$ cat src/rtl/core/spni_pkg.sv
// Shared constants, types and the neighborhood offset table for the neighbor index pipeline.
package spni_pkg;

	localparam int GRID_BITS       = 12;
	localparam int CODE_BITS       = 4;
	localparam int INDEX_WIDTH_DEF = 24;
	localparam int WORK_BITS       = 2 * GRID_BITS;
	localparam int DIV_STEPS       = 3;
	localparam int DIV_STAGES      = GRID_BITS / DIV_STEPS;

	typedef enum logic {
		REG_GRID_WIDTH  = 1'b0,
		REG_GRID_HEIGHT = 1'b1
	} reg_index_t;

	typedef struct packed {
		logic signed [3:0] drow;
		logic signed [1:0] dcol;
	} offset_t;

	typedef struct packed {
		logic    valid;
		logic    skip;
		offset_t off;
	} side_t;

	function automatic offset_t code_offset(input logic [CODE_BITS-1:0] code);
		offset_t o;
		case (code)
			4'd0:    o = '{drow: -4'sd1, dcol: -2'sd1};
			4'd1:    o = '{drow: -4'sd1, dcol:  2'sd0};
			4'd2:    o = '{drow: -4'sd1, dcol:  2'sd1};
			4'd3:    o = '{drow:  4'sd0, dcol: -2'sd1};
			4'd4:    o = '{drow:  4'sd0, dcol:  2'sd0};
			4'd5:    o = '{drow:  4'sd0, dcol:  2'sd1};
			4'd6:    o = '{drow:  4'sd1, dcol: -2'sd1};
			4'd7:    o = '{drow:  4'sd1, dcol:  2'sd0};
			4'd8:    o = '{drow:  4'sd1, dcol:  2'sd1};
			4'd9:    o = '{drow:  4'sd2, dcol: -2'sd1};
			4'd10:   o = '{drow:  4'sd2, dcol:  2'sd0};
			4'd11:   o = '{drow:  4'sd2, dcol:  2'sd1};
			4'd12:   o = '{drow:  4'sd3, dcol: -2'sd1};
			4'd13:   o = '{drow:  4'sd3, dcol:  2'sd0};
			4'd14:   o = '{drow:  4'sd3, dcol:  2'sd1};
			default: o = '{drow:  4'sd4, dcol: -2'sd1};
		endcase
		return o;
	endfunction

endpackage

$ cat src/rtl/core/superpixel_neighbor_index.sv
// Top level of the superpixel 3x3 neighbor index pipeline.
// Throughput: one request per cycle; busy stays low, the receiver cannot stall.
// Stages: two front, four divider with three quotient bits each, two back.
// Reset: grid width and height return to 1, all pipeline valid bits clear.
module superpixel_neighbor_index #(
	parameter int INDEX_WIDTH = spni_pkg::INDEX_WIDTH_DEF
) (
	input  logic                                clk,
	input  logic                                arst_n,
	input  logic                                start,
	output logic                                busy,
	input  logic signed [INDEX_WIDTH-1:0]       home_index,
	input  logic [spni_pkg::CODE_BITS-1:0]      neighbor_code,
	output logic                                done,
	output logic [INDEX_WIDTH-1:0]              neighbor_index,
	output logic                                skipped,
	input  logic                                cfg_write,
	input  logic                                cfg_index,
	input  logic [spni_pkg::GRID_BITS-1:0]      cfg_data
);

	localparam int NS = spni_pkg::DIV_STAGES;

	logic [spni_pkg::GRID_BITS-1:0] grid_width_q;
	logic [spni_pkg::GRID_BITS-1:0] grid_height_q;

	spni_pkg::side_t                side_d [0:NS];
	logic signed [INDEX_WIDTH-1:0]  home_d [0:NS];
	logic [spni_pkg::WORK_BITS-1:0] rem_d  [0:NS];
	logic [spni_pkg::GRID_BITS-1:0] quo_d  [0:NS];

	always_ff @(posedge clk or negedge arst_n) begin
		if (!arst_n) begin
			grid_width_q  <= spni_pkg::GRID_BITS'(1);
			grid_height_q <= spni_pkg::GRID_BITS'(1);
		end else if (cfg_write) begin
			case (spni_pkg::reg_index_t'(cfg_index))
				spni_pkg::REG_GRID_WIDTH:  grid_width_q  <= cfg_data;
				spni_pkg::REG_GRID_HEIGHT: grid_height_q <= cfg_data;
				default: ;
			endcase
		end
	end

	assign busy = 1'b0;

	spni_front #(
		.INDEX_WIDTH (INDEX_WIDTH)
	) u_front (
		.clk           (clk),
		.arst_n        (arst_n),
		.start         (start),
		.home_index    (home_index),
		.neighbor_code (neighbor_code),
		.grid_width    (grid_width_q),
		.grid_height   (grid_height_q),
		.side_out      (side_d[0]),
		.home_out      (home_d[0])
	);

	assign rem_d[0] = spni_pkg::WORK_BITS'($unsigned(home_d[0]));
	assign quo_d[0] = '0;

	for (genvar i = 0; i < NS; i++) begin : g_div
		spni_div_stage #(
			.INDEX_WIDTH (INDEX_WIDTH),
			.TOP_BIT     (spni_pkg::GRID_BITS - 1 - i * spni_pkg::DIV_STEPS)
		) u_stage (
			.clk        (clk),
			.arst_n     (arst_n),
			.side_in    (side_d[i]),
			.home_in    (home_d[i]),
			.rem_in     (rem_d[i]),
			.quo_in     (quo_d[i]),
			.grid_width (grid_width_q),
			.side_out   (side_d[i+1]),
			.home_out   (home_d[i+1]),
			.rem_out    (rem_d[i+1]),
			.quo_out    (quo_d[i+1])
		);
	end

	spni_back #(
		.INDEX_WIDTH (INDEX_WIDTH)
	) u_back (
		.clk            (clk),
		.arst_n         (arst_n),
		.side_in        (side_d[NS]),
		.home_in        (home_d[NS]),
		.rem_in         (rem_d[NS]),
		.quo_in         (quo_d[NS]),
		.grid_width     (grid_width_q),
		.grid_height    (grid_height_q),
		.done           (done),
		.neighbor_index (neighbor_index),
		.skipped        (skipped)
	);

endmodule

$ cat src/rtl/core/spni_front.sv
// Input capture, grid size product, skip test and neighborhood offset lookup.
module spni_front #(
	parameter int INDEX_WIDTH = spni_pkg::INDEX_WIDTH_DEF
) (
	input  logic                                clk,
	input  logic                                arst_n,
	input  logic                                start,
	input  logic signed [INDEX_WIDTH-1:0]       home_index,
	input  logic [spni_pkg::CODE_BITS-1:0]      neighbor_code,
	input  logic [spni_pkg::GRID_BITS-1:0]      grid_width,
	input  logic [spni_pkg::GRID_BITS-1:0]      grid_height,
	output spni_pkg::side_t                     side_out,
	output logic signed [INDEX_WIDTH-1:0]       home_out
);

	localparam int CMP_BITS = (INDEX_WIDTH > spni_pkg::WORK_BITS) ?
		INDEX_WIDTH : spni_pkg::WORK_BITS;

	logic [spni_pkg::WORK_BITS-1:0]  size_q;
	spni_pkg::side_t                 side_s1;
	logic signed [INDEX_WIDTH-1:0]   home_s1;
	spni_pkg::side_t                 side_s2;
	logic signed [INDEX_WIDTH-1:0]   home_s2;
	logic                            skip_c;

	always_ff @(posedge clk) begin
		size_q <= spni_pkg::WORK_BITS'(grid_width) * spni_pkg::WORK_BITS'(grid_height);
	end

	always_ff @(posedge clk or negedge arst_n) begin
		if (!arst_n) begin
			side_s1 <= '0;
		end else begin
			side_s1.valid <= start;
			side_s1.skip  <= 1'b0;
			side_s1.off   <= spni_pkg::code_offset(neighbor_code);
		end
	end

	always_ff @(posedge clk) begin
		home_s1 <= home_index;
	end

	assign skip_c = home_s1[INDEX_WIDTH-1] ||
		(CMP_BITS'($unsigned(home_s1)) >= CMP_BITS'(size_q));

	always_ff @(posedge clk or negedge arst_n) begin
		if (!arst_n) begin
			side_s2 <= '0;
		end else begin
			side_s2.valid <= side_s1.valid;
			side_s2.skip  <= skip_c;
			side_s2.off   <= side_s1.off;
		end
	end

	always_ff @(posedge clk) begin
		home_s2 <= home_s1;
	end

	assign side_out = side_s2;
	assign home_out = home_s2;

endmodule

$ cat src/rtl/core/spni_div_stage.sv
// One registered stage of the restoring divider: a few quotient bits per stage.
module spni_div_stage #(
	parameter int INDEX_WIDTH = spni_pkg::INDEX_WIDTH_DEF,
	parameter int TOP_BIT     = spni_pkg::GRID_BITS - 1
) (
	input  logic                                clk,
	input  logic                                arst_n,
	input  spni_pkg::side_t                     side_in,
	input  logic signed [INDEX_WIDTH-1:0]       home_in,
	input  logic [spni_pkg::WORK_BITS-1:0]      rem_in,
	input  logic [spni_pkg::GRID_BITS-1:0]      quo_in,
	input  logic [spni_pkg::GRID_BITS-1:0]      grid_width,
	output spni_pkg::side_t                     side_out,
	output logic signed [INDEX_WIDTH-1:0]       home_out,
	output logic [spni_pkg::WORK_BITS-1:0]      rem_out,
	output logic [spni_pkg::GRID_BITS-1:0]      quo_out
);

	logic [spni_pkg::WORK_BITS-1:0] rem_c;
	logic [spni_pkg::GRID_BITS-1:0] quo_c;
	logic [spni_pkg::WORK_BITS-1:0] divisor_c;

	spni_pkg::side_t                side_s1;
	logic signed [INDEX_WIDTH-1:0]  home_s1;
	logic [spni_pkg::WORK_BITS-1:0] rem_s1;
	logic [spni_pkg::GRID_BITS-1:0] quo_s1;

	always_comb begin
		rem_c     = rem_in;
		quo_c     = quo_in;
		divisor_c = '0;
		for (int k = 0; k < spni_pkg::DIV_STEPS; k++) begin
			divisor_c = spni_pkg::WORK_BITS'(grid_width) << (TOP_BIT - k);
			if (rem_c >= divisor_c) begin
				rem_c              = rem_c - divisor_c;
				quo_c[TOP_BIT - k] = 1'b1;
			end
		end
	end

	always_ff @(posedge clk or negedge arst_n) begin
		if (!arst_n) begin
			side_s1 <= '0;
		end else begin
			side_s1 <= side_in;
		end
	end

	always_ff @(posedge clk) begin
		home_s1 <= home_in;
		rem_s1  <= rem_c;
		quo_s1  <= quo_c;
	end

	assign side_out = side_s1;
	assign home_out = home_s1;
	assign rem_out  = rem_s1;
	assign quo_out  = quo_s1;

endmodule

$ cat src/rtl/core/spni_back.sv
// Neighbor offset, in-grid test, linear index rebuild and result register.
module spni_back #(
	parameter int INDEX_WIDTH = spni_pkg::INDEX_WIDTH_DEF
) (
	input  logic                                clk,
	input  logic                                arst_n,
	input  spni_pkg::side_t                     side_in,
	input  logic signed [INDEX_WIDTH-1:0]       home_in,
	input  logic [spni_pkg::WORK_BITS-1:0]      rem_in,
	input  logic [spni_pkg::GRID_BITS-1:0]      quo_in,
	input  logic [spni_pkg::GRID_BITS-1:0]      grid_width,
	input  logic [spni_pkg::GRID_BITS-1:0]      grid_height,
	output logic                                done,
	output logic [INDEX_WIDTH-1:0]              neighbor_index,
	output logic                                skipped
);

	localparam int RC_BITS  = spni_pkg::GRID_BITS + 2;
	localparam int LIN_BITS = spni_pkg::WORK_BITS + 1;

	logic signed [RC_BITS-1:0]      row_c;
	logic signed [RC_BITS-1:0]      col_c;
	logic                           in_grid_c;

	logic                           valid_s1;
	logic                           skip_s1;
	logic                           in_grid_s1;
	logic [spni_pkg::GRID_BITS-1:0] row_s1;
	logic [spni_pkg::GRID_BITS-1:0] col_s1;
	logic [INDEX_WIDTH-1:0]         home_s1;

	logic [LIN_BITS-1:0]            lin_c;
	logic [INDEX_WIDTH-1:0]         result_c;

	logic                           valid_s2;
	logic                           skip_s2;
	logic [INDEX_WIDTH-1:0]         result_s2;

	assign row_c = $signed({2'b00, quo_in}) + RC_BITS'(side_in.off.drow);
	assign col_c = $signed({2'b00, rem_in[spni_pkg::GRID_BITS-1:0]}) +
		RC_BITS'(side_in.off.dcol);

	assign in_grid_c = !row_c[RC_BITS-1] && (row_c < $signed({2'b00, grid_height})) &&
		!col_c[RC_BITS-1] && (col_c < $signed({2'b00, grid_width}));

	always_ff @(posedge clk or negedge arst_n) begin
		if (!arst_n) begin
			valid_s1 <= 1'b0;
		end else begin
			valid_s1 <= side_in.valid;
		end
	end

	always_ff @(posedge clk) begin
		skip_s1    <= side_in.skip;
		in_grid_s1 <= in_grid_c;
		row_s1     <= row_c[spni_pkg::GRID_BITS-1:0];
		col_s1     <= col_c[spni_pkg::GRID_BITS-1:0];
		home_s1    <= $unsigned(home_in);
	end

	assign lin_c = LIN_BITS'(row_s1) * LIN_BITS'(grid_width) + LIN_BITS'(col_s1);

	always_comb begin
		if (skip_s1) begin
			result_c = '0;
		end else if (in_grid_s1) begin
			result_c = INDEX_WIDTH'(lin_c);
		end else begin
			result_c = home_s1;
		end
	end

	always_ff @(posedge clk or negedge arst_n) begin
		if (!arst_n) begin
			valid_s2 <= 1'b0;
		end else begin
			valid_s2 <= valid_s1;
		end
	end

	always_ff @(posedge clk) begin
		skip_s2   <= skip_s1;
		result_s2 <= result_c;
	end

	assign done           = valid_s2;
	assign neighbor_index = result_s2;
	assign skipped        = skip_s2;

endmodule

$ cat config.mk
export PLATFORM = sky130hd
export DESIGN_NAME = superpixel_neighbor_index
export DESIGN_NICKNAME = d
export VERILOG_FILES = /design/src/rtl/core/spni_pkg.sv /design/src/rtl/core/superpixel_neighbor_index.sv /design/src/rtl/core/spni_front.sv /design/src/rtl/core/spni_div_stage.sv /design/src/rtl/core/spni_back.sv
export SDC_FILE = /design/constraint.sdc
export NUM_CORES = 2
export LEC_CHECK = 0
export BUFFER_PORTS_ARGS = -buffer_cell sky130_fd_sc_hd__clkbuf_2
export CAP_MARGIN = 15
export CORE_ASPECT_RATIO = 1.2
export CORE_MARGIN = 4
export CORE_UTILIZATION = 55
export CTS_BUF_LIST = sky130_fd_sc_hd__clkbuf_4
export DETAILED_ROUTE_END_ITERATION = 7
export PLACE_DENSITY = 0.74
export SLEW_MARGIN = 20
export SYNTH_ARGS = -nofsm -noshare
export SYNTH_HDL_FRONTEND = slang
export SYNTH_SLANG_ARGS = --single-unit
$ cat constraint.sdc
create_clock -name clk -period 23.8 [get_ports clk]
set_input_delay 0 -clock clk [delete_from_list [all_inputs] [get_ports clk]]
set_output_delay 0 -clock clk [all_outputs]
set_load 0.01 [all_outputs]
* Yosys cells after proc, flatten, opt, wreduce, memory -nomap -nowiden
Memory sizes are Yosys's and may differ from the RTL's. A register that Yosys moved wholly into a read port is not among the register bits. Cells that the tools add are included. Widths: inputs -> output; s select.
Storage, ports and cells: bits in latches 0, memories kept 1, bits in writable memories 0, flip-flop bits (word level) 424, bits in read-only memories 96, input port bits 45
Operators by class: magnitude comparators 15, multipliers 2, divide/modulo/power cells 0, reduce and logical (&&, ||, !) cells 9, bitwise gates (word level) 1, shift-type cells 0, equal/unequal tests 0, muxes and demuxes 16, add/subtract/negate cells 15
Memories:
- (no name shown) | words 16, bits a word 6, rd ports 1, clocked after Yosys merged registers in 1, write ports 0, line spni_pkg.sv:29 | case (code)
Operator list (count):
- $mux 24 | 12
- $mul 12x12->24 | 2
- $lt 14x13->1 | 2
- $add 24x12->24 | 1
- $ge 24x12->1 | 1
- $ge 24x13->1 | 1
- $ge 24x14->1 | 1
- $ge 24x15->1 | 1
- $ge 24x16->1 | 1
- $ge 24x17->1 | 1
- $ge 24x18->1 | 1
- $ge 24x19->1 | 1
- $ge 24x20->1 | 1
- $ge 24x21->1 | 1
- $ge 24x22->1 | 1
- $ge 24x23->1 | 1
- $ge 24x24->1 | 1
- $sub 24x13->24 | 1
- $sub 24x14->24 | 1
- $sub 24x15->24 | 1
- $sub 24x16->24 | 1
- $sub 24x17->24 | 1
- $sub 24x18->24 | 1
- $sub 24x19->24 | 1
- 14 further kinds | 21

* Logic depth before layout (Yosys ltp)
depth in word-level cells 6, gate-level depth with buffers 42, depth with buffers taken out 37

* Cells and area by module
Synthesis repeated with hierarchy kept, for this count alone.
Second synthesis, totals: cells, all modules 3707, area, all modules 34410.5 um^2
Modules (own cells, without submodules):
- spni_back | instances 1, seq. area each 1551.5 um^2, cells an instance 986, area each 8788.4 um^2
- spni_front | instances 1, seq. area each 1816.7 um^2, cells an instance 779, area each 7438.4 um^2
- spni_div_stage (g_div[3].u_stage) | instances 1, seq. area each 1401.3 um^2, cells an instance 539, area each 4743.3 um^2
- spni_div_stage (g_div[2].u_stage) | instances 1, seq. area each 1401.3 um^2, cells an instance 521, area each 4638.2 um^2
- spni_div_stage (g_div[1].u_stage) | instances 1, seq. area each 1401.3 um^2, cells an instance 435, area each 4028.9 um^2
- spni_div_stage (g_div[0].u_stage) | instances 1, seq. area each 1401.3 um^2, cells an instance 393, area each 3806.2 um^2
- superpixel_neighbor_index | instances 1, seq. area each 603.1 um^2, cells an instance 54, area each 967.2 um^2

* Least setup slack after synthesis
Ideal clock, no wire load.
kind flip-flop to flip-flop, start reg grid_width_q[1] in the netlist's numbering, end reg g_div[3].u_stage.rem_s1, in the netlist g_div[3].u_stage.rem_out[10], path buffers 4, data arrival time 8779 ps, required time 23679 ps, setup slack 14901 ps, cell stages (with the launch flop) 39, clock period less this slack 8899 ps, library setup time 121 ps, cell sequence dfrtp_1 inv_1 fa_1 a21o_1 a221oi_2 o221ai_2 nor4b_2 clkbuf_1 inv_1 o21ai_0 inv_1 ha_1 nor2b_1 o31a_1 o21ai_0 a21oi_1 nor2_1 o21ai_0 (+3 left out) clkbuf_1 nor2_1 a21oi_1 fa_1 a21o_1 a21oi_1 o21ai_0 a2111o_1 nand2_1 a21oi_1 o31ai_1 nand4_1 a211o_1 a221oi_1 and4_1 buf_2 buf_6 mux2_2
On the way: longest elaborated chain between the ends 6
Ends and longest elaborated chain:
- from (decl) | line superpixel_neighbor_index.sv:24 | logic [spni_pkg::GRID_BITS-1:0] grid_width_q;
- from (signal assigned) | line superpixel_neighbor_index.sv:34 | grid_width_q <= spni_pkg::GRID_BITS'(1);
- from (signal assigned) | line superpixel_neighbor_index.sv:38 | spni_pkg::REG_GRID_WIDTH: grid_width_q <= cfg_data;
- $sub 24x14->24 / $ge 24x14->1 (equally long branches) | line spni_div_stage.sv:35, spni_div_stage.sv:34
- $mux 24 | line spni_div_stage.sv:34 | if (rem_c >= divisor_c) begin
- $sub 24x13->24 / $ge 24x13->1 (equally long branches) | line spni_div_stage.sv:35, spni_div_stage.sv:34
- $mux 24 | line spni_div_stage.sv:34
- $ge 24x12->1 / $sub 12x12->12 (equally long branches) | line spni_div_stage.sv:34, spni_div_stage.sv:35
- $mux 12 (*) | line spni_div_stage.sv:34
- net g_div[3].u_stage.rem_c, one bit | line spni_div_stage.sv:19 | logic [spni_pkg::WORK_BITS-1:0] rem_c;
- to (signal assigned) | line spni_div_stage.sv:51 | rem_s1 <= rem_c;
- to (decl) | line spni_div_stage.sv:25 | logic [spni_pkg::WORK_BITS-1:0] rem_s1;
Mark *: on every way through the listed nets, which the timed path passes. The rest lies on a longest branch. A chain may end at the register's enable or synchronous reset.

* Worst setup path after layout
start reg grid_width_q[11] in the netlist's numbering, end reg g_div[2].u_stage.rem_s1, in the netlist g_div[2].u_stage.rem_out[12]
On the way: longest elaborated chain between the ends 6
Ends and longest elaborated chain (line):
- $ge 24x17->1 / $sub 24x17->24 (equally long branches) | spni_div_stage.sv:34, spni_div_stage.sv:35
- $mux 24 | spni_div_stage.sv:34
- $sub 24x16->24 / $ge 24x16->1 (equally long branches) | spni_div_stage.sv:35, spni_div_stage.sv:34
- $mux 24 | spni_div_stage.sv:34
- $sub 24x15->24 / $ge 24x15->1 (equally long branches) | spni_div_stage.sv:35, spni_div_stage.sv:34
- $mux 24 (*) | spni_div_stage.sv:34
- net g_div[2].u_stage.rem_c, one bit | spni_div_stage.sv:19
- to (signal assigned) | spni_div_stage.sv:51
- to (decl) | spni_div_stage.sv:25
Marks and branches as above.

==> qor.yml <==
crit_type: "reg2reg"
synth-xor-area-share_pct: 4.67
die_h_um: 267
h-tree-depth: 3
tightest_slew_ps: 942
crit_buf_inv: 3
slew_viol_final: 0
slowest_stage: "dfrtp_1"
fin_setup_tns_ps: 0
place_congestion: 0.941
core_mm2: 0.0552
cts_tree: "done"
fin_cells: 4396
start_kind: "flop"
synthTopCellsByArea: "dfxtp_1, fa_1, ha_1, dfrtp_1, inv_1"
arrival_ps: 11710
muxShareOfSynthArea_pct: 3.37
reg2reg_depth: 32
wl_um: 76500
worstReg2RegEnd: "g_div[2].u_stage.rem_out[12]"
wl_per_cell_um: 17.4
synth_top_family_by_area: "adder cells"
cts_made_buffers: 102
fin_crit_sh_pct: 46.1
viasPerCell: 5.59
rr_startpoint: "grid_width_q[11]"
clk_pin_slew_worst_paths_ps: 80
worstPathRequired_ps: 24540
r2r_slack_ps: 12830
start_util_pct: 55.8
syn_avg_cell_area_um2: 9.14
yosys.area_share.simple_pct: 15.5
syn_to_final_growth_pct: 11.9
cp_max_fo: 26
clockBufferDepth: 3
post-route-min-period_ps: 10970
crit_start: "grid_width_q[11]"
critPathTopFamily: "simple AND/OR/NAND/NOR gates"
async_flop_share_pct: 17.7
yosysSeqAreaShare_pct: 28.0
syn-cell-area_mm2: 0.0308
rsz0062_at_grt: "false"
synth_top_area_cell: "dfxtp_1"
synth_most_common_cell: "inv_1"
vias: 24600
min_path_cells: 4
cp-endpoint: "g_div[2].u_stage.rem_out[12]"
synth_warnings: 0
hpwl_um: 57400
antenna_left: 0
syn_inst: 3369
timing.slew.headroom_pct: 35.6
die_area_mm2: 0.0598
worst-path-stages: 32
post-synth-top-area-fraction_pct: 22.0
grt_pass1_vias: 24800
cts.sinks: 412
ys_types: 95
fin_nets: 4215
firstDrtPassIters: 6
post-place-cells: 4097
root_buffer: "clkbuf_4"
synth-main-ff-cell: "dfxtp_1"
drive_above_1_share_pct: 10.0
grt.overflow.total: 0
status: "finished clean"
grt_max_degree: 72
max_freq_mhz: 91.2
endpoint_kind: "flop"
die_x_um: 224
synth_common_cells: "inv_1, nand2_1, ha_1, dfxtp_1, nor2_1"
post_cts_buffers: 0
rows: 94
hold_violations: 0
grt_pass1_wl_um: 124000
cpPeakStageDelay_ps: 730
antenna_found_initial: 3
hold_class: "in2reg"
synth_nets: 3993
first_iter_violations: 1515
route.detailed.drc: 0
synth-compound-area-share_pct: 13.5
insertion_delay_ps: 870
portBuffers: 70
setup_violations: 0
maxCapViolations: 0
synth_seq_cells: 412
synth_adder_area_share_pct: 29.0
fin_worst_skew_ps: 82.9
ios: 72
final_core_util_pct: 62.4
synth_edf_count: 0
grt_usage_pct: 25.6
state kept, by name (all words and copies together), names as in the netlist, 24 cells and up:
| name | flops |
|---|---|
| u_front.size_q | 24 |
| g_div.u_stage.quo_out | 30 |
| u_back.neighbor_index | 24 |
| g_div.u_stage.rem_out | 66 |
| u_front.home_s1 | 24 |
| u_front.home_out | 24 |
| g_div.u_stage.side_out | 32 |
| g_div.u_stage.home_out | 96 |
| u_back.home_s1 | 24 |
timing repair:
action	CTS	global route
endpoints found under the hold margin	128	0
gates resized for setup	0	0
hold buffers	110	0
through the flow:
stage	instance area (um^2)	hold WS (ps)	worst slack (ps)
3_3_place_gp	31900	103	13230
3_5_place_dp	31900	104	12970
2_1_floorplan	30800	-296	14900
4_1_cts	34400	3.98	12920
5_1_grt	34400	40.5	12070
6_report	34400	86.3	12830
worst reg2reg max path, delay by kind of cell, from the launching register on:
kind,cells,cell delay [ps]
and+or+nand+nor,15,4670
AOI/OAI and AO/OA,10,2830
DFF,1,730
adders and majority gates,3,1150
buffers and inverters,3,1110
muxes,1,350
placed cells by master (no fill, tap or decap), drive strengths merged, types with 15 or more instances in the layout:
master       Yosys  final
dlygate4sd3      0    109
nand4           35     35
or3             21     21
a211oi          24     24
o21bai          26     26
a21oi          175    175
nor2b           41     41
mux2            62     62
or2             21     21
inv            386    387
and2            71     71
fa             225    225
nor3            36     36
nand2b          31     31
nor2           241    241
o21ai          159    159
clkinv           4     38
nor4            18     18
nand2          361    361
clkbuf          77    210
mux2i           34     34
a31oi           15     15
and3            20     20
o31ai           21     21
dfxtp          339    339
buf             13     30
xor2            48     48
dfrtp           71     71
a21boi          15     15
ha             354    354
a21o            86     86
o21a            35     35
nand3           48     48
xnor2          116    116
area by class of cell:
| cell class | count | area [um^2] |
|---|---|---|
| fill | 4605 | 20700 |
| multi-input combinational | 2477 | 20300 |
| sequential | 412 | 8620 |
| timing repair buffer | 208 | 1680 |
| inverter | 390 | 1460 |
| clock buffer | 141 | 1060 |
| tap | 720 | 901 |
| clock inverter | 44 | 364 |
| antenna | 4 | 10.0 |
per-layer routing:
metal,global-route usage [%],part of all wire [%],vias to the layer above
met2,44.0,48,830
met1,31.7,42,11600
li1,-,-,11900
met4,10.4,3.8,0
met5,0,0,-
met3,4.86,6.7,199
worst min path at each step:
stage                          start  slack, ps                      endpoint
floorplan                     arst_n       -300  g_div[0].u_stage.side_out[0]
global placement       home_index[3]        100            u_front.home_s1[3]
detailed placement    home_index[14]        100           u_front.home_s1[14]
CTS                 neighbor_code[3]          4            u_front.side_s1[4]
global route        neighbor_code[3]         40            u_front.side_s1[4]
finish              neighbor_code[3]         90            u_front.side_s1[4]
cells by family after synthesis:
group / Yosys count
fa+ha+maj: 579
flops: 412
buf+inv: 480
xor+xnor: 164
simple gates: 993
other cells: 1
compound gates: 644
mux: 96
Power is left out: the tool's default activity adds up to more than one toggle a clock period on the data nets, which glitch-free logic cannot reach.
